==> src/hdl/ppc_pkg.sv <==
// ----------------------------------------------------------------------------
// ppc_pkg - polygon point containment shared definitions
// Request codes, default sizes and the controller/datapath interface types.
// ----------------------------------------------------------------------------
package ppc_pkg;

	localparam int DEF_MAX_VERTICES = 64;
	localparam int DEF_COORD_BITS   = 16;

	localparam int OP_W = 2;
	localparam logic [OP_W-1:0] OP_CLEAR  = 2'd0;
	localparam logic [OP_W-1:0] OP_APPEND = 2'd1;
	localparam logic [OP_W-1:0] OP_TEST   = 2'd2;

	typedef struct packed {
		logic clear;
		logic append;
		logic start;
		logic rd_en;
		logic tri_en;
		logic load_out;
	} cmd_t;

	typedef struct packed {
		logic busy;
		logic out_free;
		logic ge3;
	} sts_t;

endpackage

==> src/hdl/ppc_ctrl.sv <==
// ----------------------------------------------------------------------------
// ppc_ctrl - request sequencer
// Takes requests, walks the fan triangles of a test one vertex read per
// cycle, waits for the datapath to drain and hands the result over.
// ----------------------------------------------------------------------------
module ppc_ctrl #(
	parameter int MAX_VERTICES = ppc_pkg::DEF_MAX_VERTICES
) (
	input  logic                                clk,
	input  logic                                arst_n,
	input  logic                                in_valid,
	output logic                                in_stall,
	input  logic [ppc_pkg::OP_W-1:0]            op,
	input  logic [$clog2(MAX_VERTICES+1)-1:0]   count,
	input  ppc_pkg::sts_t                       sts,
	output ppc_pkg::cmd_t                       cmd,
	output logic [$clog2(MAX_VERTICES)-1:0]     rd_addr
);

	localparam int AW    = $clog2(MAX_VERTICES);
	localparam int CNT_W = $clog2(MAX_VERTICES + 1);

	localparam logic [1:0] ST_IDLE   = 2'd0;
	localparam logic [1:0] ST_WALK   = 2'd1;
	localparam logic [1:0] ST_DRAIN  = 2'd2;
	localparam logic [1:0] ST_FINISH = 2'd3;

	logic [1:0]    state_q;
	logic [AW-1:0] k_q;
	logic          accept;
	logic          walk_end;

	assign in_stall = (state_q != ST_IDLE);
	assign accept   = in_valid && (state_q == ST_IDLE);
	assign walk_end = (CNT_W'(k_q) == (count - CNT_W'(1)));
	assign rd_addr  = k_q;

	always_comb begin
		cmd          = '0;
		cmd.clear    = accept && (op == ppc_pkg::OP_CLEAR);
		cmd.append   = accept && (op == ppc_pkg::OP_APPEND);
		cmd.start    = accept && (op == ppc_pkg::OP_TEST);
		cmd.rd_en    = (state_q == ST_WALK);
		cmd.tri_en   = (state_q == ST_WALK) && (k_q != AW'(1));
		cmd.load_out = (state_q == ST_FINISH) && sts.out_free;
	end

	always_ff @(posedge clk or negedge arst_n) begin
		if (!arst_n) begin
			state_q <= ST_IDLE;
			k_q     <= '0;
		end else begin
			case (state_q)
				ST_IDLE: begin
					if (cmd.start) begin
						k_q     <= AW'(1);
						state_q <= sts.ge3 ? ST_WALK : ST_DRAIN;
					end
				end
				ST_WALK: begin
					k_q <= k_q + AW'(1);
					if (walk_end) begin
						state_q <= ST_DRAIN;
					end
				end
				ST_DRAIN: begin
					if (!sts.busy) begin
						state_q <= ST_FINISH;
					end
				end
				ST_FINISH: begin
					if (sts.out_free) begin
						state_q <= ST_IDLE;
					end
				end
				default: begin
					state_q <= ST_IDLE;
				end
			endcase
		end
	end

	// pipeline is empty whenever a new request can be taken
	a_idle_empty: assert property (@(posedge clk) disable iff (!arst_n)
		(state_q == ST_IDLE) |-> !sts.busy)
		else $error("datapath busy while idle");

	a_rd_in_range: assert property (@(posedge clk) disable iff (!arst_n)
		cmd.rd_en |-> (CNT_W'(rd_addr) < count))
		else $error("vertex read beyond stored count");

	a_load_drained: assert property (@(posedge clk) disable iff (!arst_n)
		cmd.load_out |-> !sts.busy)
		else $error("result loaded before pipeline drained");

endmodule

==> config.mk <==
export PLATFORM = sky130hd
export DESIGN_NAME = ppc_ctrl
export DESIGN_NICKNAME = d
export VERILOG_FILES = /design/src/hdl/ppc_pkg.sv /design/src/hdl/ppc_ctrl.sv
export SDC_FILE = /design/constraint.sdc
export NUM_CORES = 1
export LEC_CHECK = 0
export BUFFER_PORTS_ARGS = -buffer_cell sky130_fd_sc_hd__buf_2
export CORE_MARGIN = 3
export CORE_UTILIZATION = 43
export CTS_CLUSTER_SIZE = 30
export DETAILED_ROUTE_END_ITERATION = 6
export GPL_ROUTABILITY_DRIVEN = 0
export GPL_TIMING_DRIVEN = 0
export PLACE_DENSITY_LB_ADDON = 0.12
export SLEW_MARGIN = 40
export SYNTH_ARGS = -nofsm -noshare
export SYNTH_HDL_FRONTEND = slang
export SYNTH_SLANG_ARGS = --single-unit
export TNS_END_PERCENT = 20
==> constraint.sdc <==
create_clock -name clk -period 2.1 [get_ports clk]
set_clock_uncertainty 0.1 [all_clocks]
set_input_delay 0.42 -clock clk [delete_from_list [all_inputs] [get_ports clk]]
set_output_delay 0.42 -clock clk [all_outputs]
set_load 0.03 [all_outputs]
# ---- Word level (Yosys, flattened, before mapping)
# Index checks and enable logic that the tools add are counted.
dict set report op_classes {
  eq_ne 11
  addsub 2
  reduce_logical 12
  n_mux 8
}
# cell n
set op_table {}
lappend op_table {{$pmux 6 s2} 1}
lappend op_table {{$mux 2} 5}
lappend op_table {{$pmux 2 s4} 1}
lappend op_table {{$eq 6x7->1} 1}
lappend op_table {{$sub 7x1->7 const B} 1}
lappend op_table {{$add 6x1->6 const B} 1}
lappend op_table {{$eq 2x2->1 const B} 3}
lappend op_table {{$logic_and 1x1->1} 6}
lappend op_table {{$mux 6} 1}
lappend op_table {{$ne 2x2->1 const B} 3}
lappend op_table {{$ne 6x1->1 const B} 1}
lappend op_table {{$eq 2x1->1 const B} 2}
lappend op_table {{$logic_not 2->1} 2}
lappend op_table {{$reduce_and 4->1} 1}
lappend op_table {{$reduce_bool 2->1} 2}
lappend op_table {{$ne 2x1->1 const B} 1}
lappend op_table {{$reduce_and 2->1} 1}
dict set report word_totals {
  elab_cells 35
  in_bits 15
  ff_bits 8
  output_inout_bits 13
}

# ---- Longest topological paths before layout
dict set report logic_depth {
  ltp_word 5
  ltp_mapped 8
  depth_no_buf 8
}

# ---- Worst setup path after synthesis
# No wires, ideal clock.
dict set report synth_path {
  path_kind {input-to-reg}
  startpoint {in count[0]}
  endpoint {reg state_q[0]}
  t_arrival_ns 2.076
  path_slack_ns -0.155
  path_buffers 0
  stages 8
  required_time_ns 1.921
  setup_ns 0.079
  cell_sequence {inv_1 -> ha_1 -> a2bb2oi_1 -> o2111ai_1 -> or4_1 -> a211o_1 -> a21oi_2 -> mux2i_1}
}
dict set report synth_between {
  elab_chain_cells 4
}
# element line
set synth_lines {}
lappend synth_lines {{start: declaration} ppc_ctrl.sv:14} ;# input logic [$clog2(MAX_VERTICES+1)-1:0] count,
lappend synth_lines {{$sub 7x1->7} ppc_ctrl.sv:35} ;# assign walk_end = (CNT_W'(k_q) == (count - CNT_W'(1)));
lappend synth_lines {{$eq 6x7->1} ppc_ctrl.sv:35}
lappend synth_lines {{$ne 2x1->1 (no line)} --}
lappend synth_lines {{$reduce_and 4->1 (no line)} --}
lappend synth_lines {{end signal: assignment} ppc_ctrl.sv:57} ;# state_q <= sts.ge3 ? ST_WALK : ST_DRAIN;
lappend synth_lines {{end: declaration} ppc_ctrl.sv:28} ;# logic [1:0] state_q;
# Every way passes these cells.
# A chain may end at the register's enable or synchronous reset.

# ---- Worst setup path in the final report
dict set report layout_path {
  startpoint {in count[1]}
  endpoint {reg state_q[0]}
}
# Same word-level chain as after synthesis.

==> results.yml <==
global_routing:
  overflow: 0
  first_global_vias: 680
  antenna_found_initial: 0
  grt_max_degree: 9
  grt_pass1_wl_mm: 2.84
  grt_use_total_pct: 17.2
outcome:
  violations: "negative setup slack"
  status: "complete, but fails checks"
cts:
  clockBufferDepth: 2
  h-tree-depth: 1
  cts_root_buf: "clkbuf_4"
  clk_pin_slew_ps: 50
  tritoncts: "done"
  numCtsBuffers: 3
  clock_latency_ps: 250
  numClockSinks: 8
power:
  p_leak_nw: 0.490
  power.density_mw_per_mm2: 1140
  ir_drop_v: 0.000623
worst_setup_path:
  crit_family: "simple AND/OR/NAND/NOR gates"
  start_kind: "primary input"
  cp_slowest_cell: "or4_4"
  cp_data_arrival_time_ps: 2210
  path_cells: "buf_6, or3_4, or4_4, a21bo_1, a211o_1, a21oi_2, mux2i_1"
  slowest_delay_ps: 430
  crit_type: "primary input to flop"
  timing.critical_path.buf_inv: 1
  endpoint_kind: "flop"
  crit_fanout: 3
  required_ps: 2170
logic_synthesis:
  synthDistinctLibCells: 34
  synth.avg_cell_area_um2: 8.43
  yosys-top-cells-area: "dfrtp_1, ha_1, inv_1, xnor2_1, xor2_1"
  synth_top_cell_area_share_pct: 27.0
  ys_warn_count: 0
  syn_inst: 88
  synth-seq-cells: 8
  yosys_most_used_dff: "dfrtp_1"
  synth_edf_count: 0
  synth_area_um2: 742
  ys_async_sr_fraction_pct: 100
  synth_top_area_cell: "dfrtp_1"
  synth_fp_nets: 111
  ys_seq_area_share_pct: 27.0
timing:
  setup_viol: 2
  finalHoldViolations: 0
  tightest_slew_ps: 367
  period_share_pct: 102
  rsz0062_at_grt: "yes"
  setup_ws_ps: -43.5
  period_minus_slack_ps: 2140
  tns_ps: -79.5
  maxSlewViolCount: 0
  fmax_ghz: 0.467
  relSlewSlack_pct: 75.6
drt:
  drtIter0Drc: 9
  wl_met1_um: 785
  vias_per_cell: 5.37
  dr.pass1.iters: 4
  met2WireLength_um: 919
  route.detailed.drc: 0
  drt-total-wl_mm: 1.77
  vias: 720
  route.top_layer_used: "met3"
  wl_met3_um: 63
  ant_nets: 0
  wl_per_cell_um: 13.2
placement:
  place_inst: 130
  hpwl_mm: 1.35
  io_buffers: 26
  dpl_worst_slack_ps: -382
  dpl-instance-area_um2: 892
floorplan:
  die_h_um: 47.5
  start_util_pct: 47.6
  coreArea_mm2: 0.00156
  die_area_mm2: 0.00226
  row_count: 14
  io_pins: 28
  die_w_um: 47.5
finish:
  final_common_cell: "buf_2"
  design_area_um2: 987
  final_nets: 143
  num_antenna_cells: 0
  drive_above_1_share_pct: 34.7
  layout_common_cells: "buf_2, inv_1, nand2_1, nor2_1, dfrtp_1"
  final_cells: 134
  syn_to_final_growth_pct: 33.1
  nFillCells: 157
hold_path:
  hp-class: "primary input to flop"
run:
  maxCapViolations: 0
==> report_power, final <==
| part | switching, W | leakage, nW | internal [W] | total (W) |
|---|---|---|---|---|
| Clock | 0.0000508 | 0.0138 | 0.0000653 | 0.000116 |
| Sequential | 0.0000793 | 0.101 | 0.000213 | 0.000292 |
| Combinational | 0.000441 | 0.375 | 0.000280 | 0.000721 |
==> per-layer routing <==
metal	vias to the layer above	track usage, %
met1	329	21.3
met2	17	31.8
met4	0	1.61
met5	-	0
li1	374	-
met3	0	3.38
==> layout make-up <==
class | count | area (µm²) | share of cell area (%)
Buffer | 2 | 15.0 | 1.52
Clock buffer | 3 | 22.5 | 2.28
Inverter | 11 | 41.3 | 4.18
Multi-Input combinational cell | 67 | 533 | 54.0
Sequential cell | 8 | 200 | 20.3
Tap cell | 16 | 20.0 | 2.03
Timing Repair Buffer | 27 | 155 | 15.7
==> cells in the mapped netlist (2+ instances only) <==
cell type  number
a31oi_1         2
nand3_1         2
nor3_1          2
dfrtp_1         8
xor2_1          4
nand2_1         8
xnor2_1         4
inv_1          11
o21ai_0         4
mux2i_1         3
ha_1            8
nor2_1          8
a21oi_1         3
==> cells by family after synthesis <==
group,Yosys count,share of synthesized area (%)
simple gates,31,23.1
fa+ha+maj,8,13.5
compound gates,17,15.3
flops,8,27.0
xor+xnor,8,9.44
buf+inv,13,7.59
mux,3,4.05
==> worst paths after layout <==
path                         endpoint        from  cells after the start  slack, ps
max                        state_q[0]    count[1]                      7        -40
min                        state_q[1]      sts[0]                      4        380
max reg2reg                state_q[0]  rd_addr[3]                      6          0
min reg2reg                rd_addr[5]  rd_addr[5]                      2        530
max in group asynchronous  rd_addr[1]      arst_n                      2       1290
min in group asynchronous  rd_addr[4]      arst_n                      2        440
==> flip-flops by register name, summed over array words and instances (netlist names) <==
| name | flops |
|---|---|
| state_q | 2 |
| rd_addr | 6 |
==> repair_timing <==
action / CTS / global route
endpoints found under the hold margin: 8 / 0
setup endpoints to repair: 3 / 7
pin swaps: 3 / 4
hold buffers: 1 / 0
gates resized for setup: 9 / 7
buffers inserted: 0 / 0
==> per-stage QoR <==
step / hold WS (ps) / util [%] / power, W
floorplan: 24.4 / - / 0.000788
global placement: 170 / 57.2 / 0.000945
detailed placement: 169 / 57.2 / 0.000959
CTS: 386 / 61.6 / 0.00109
global route: 411 / 63.3 / 0.00124
finish: 384 / 63.3 / 0.00113
==> tightest hold or removal path, stage by stage <==
cell     delay (ps)
buf_2            90
nand2_1          40
o21ai_0          70
mux2i_1          70
Note: power is estimated with default switching activity, not from simulation.
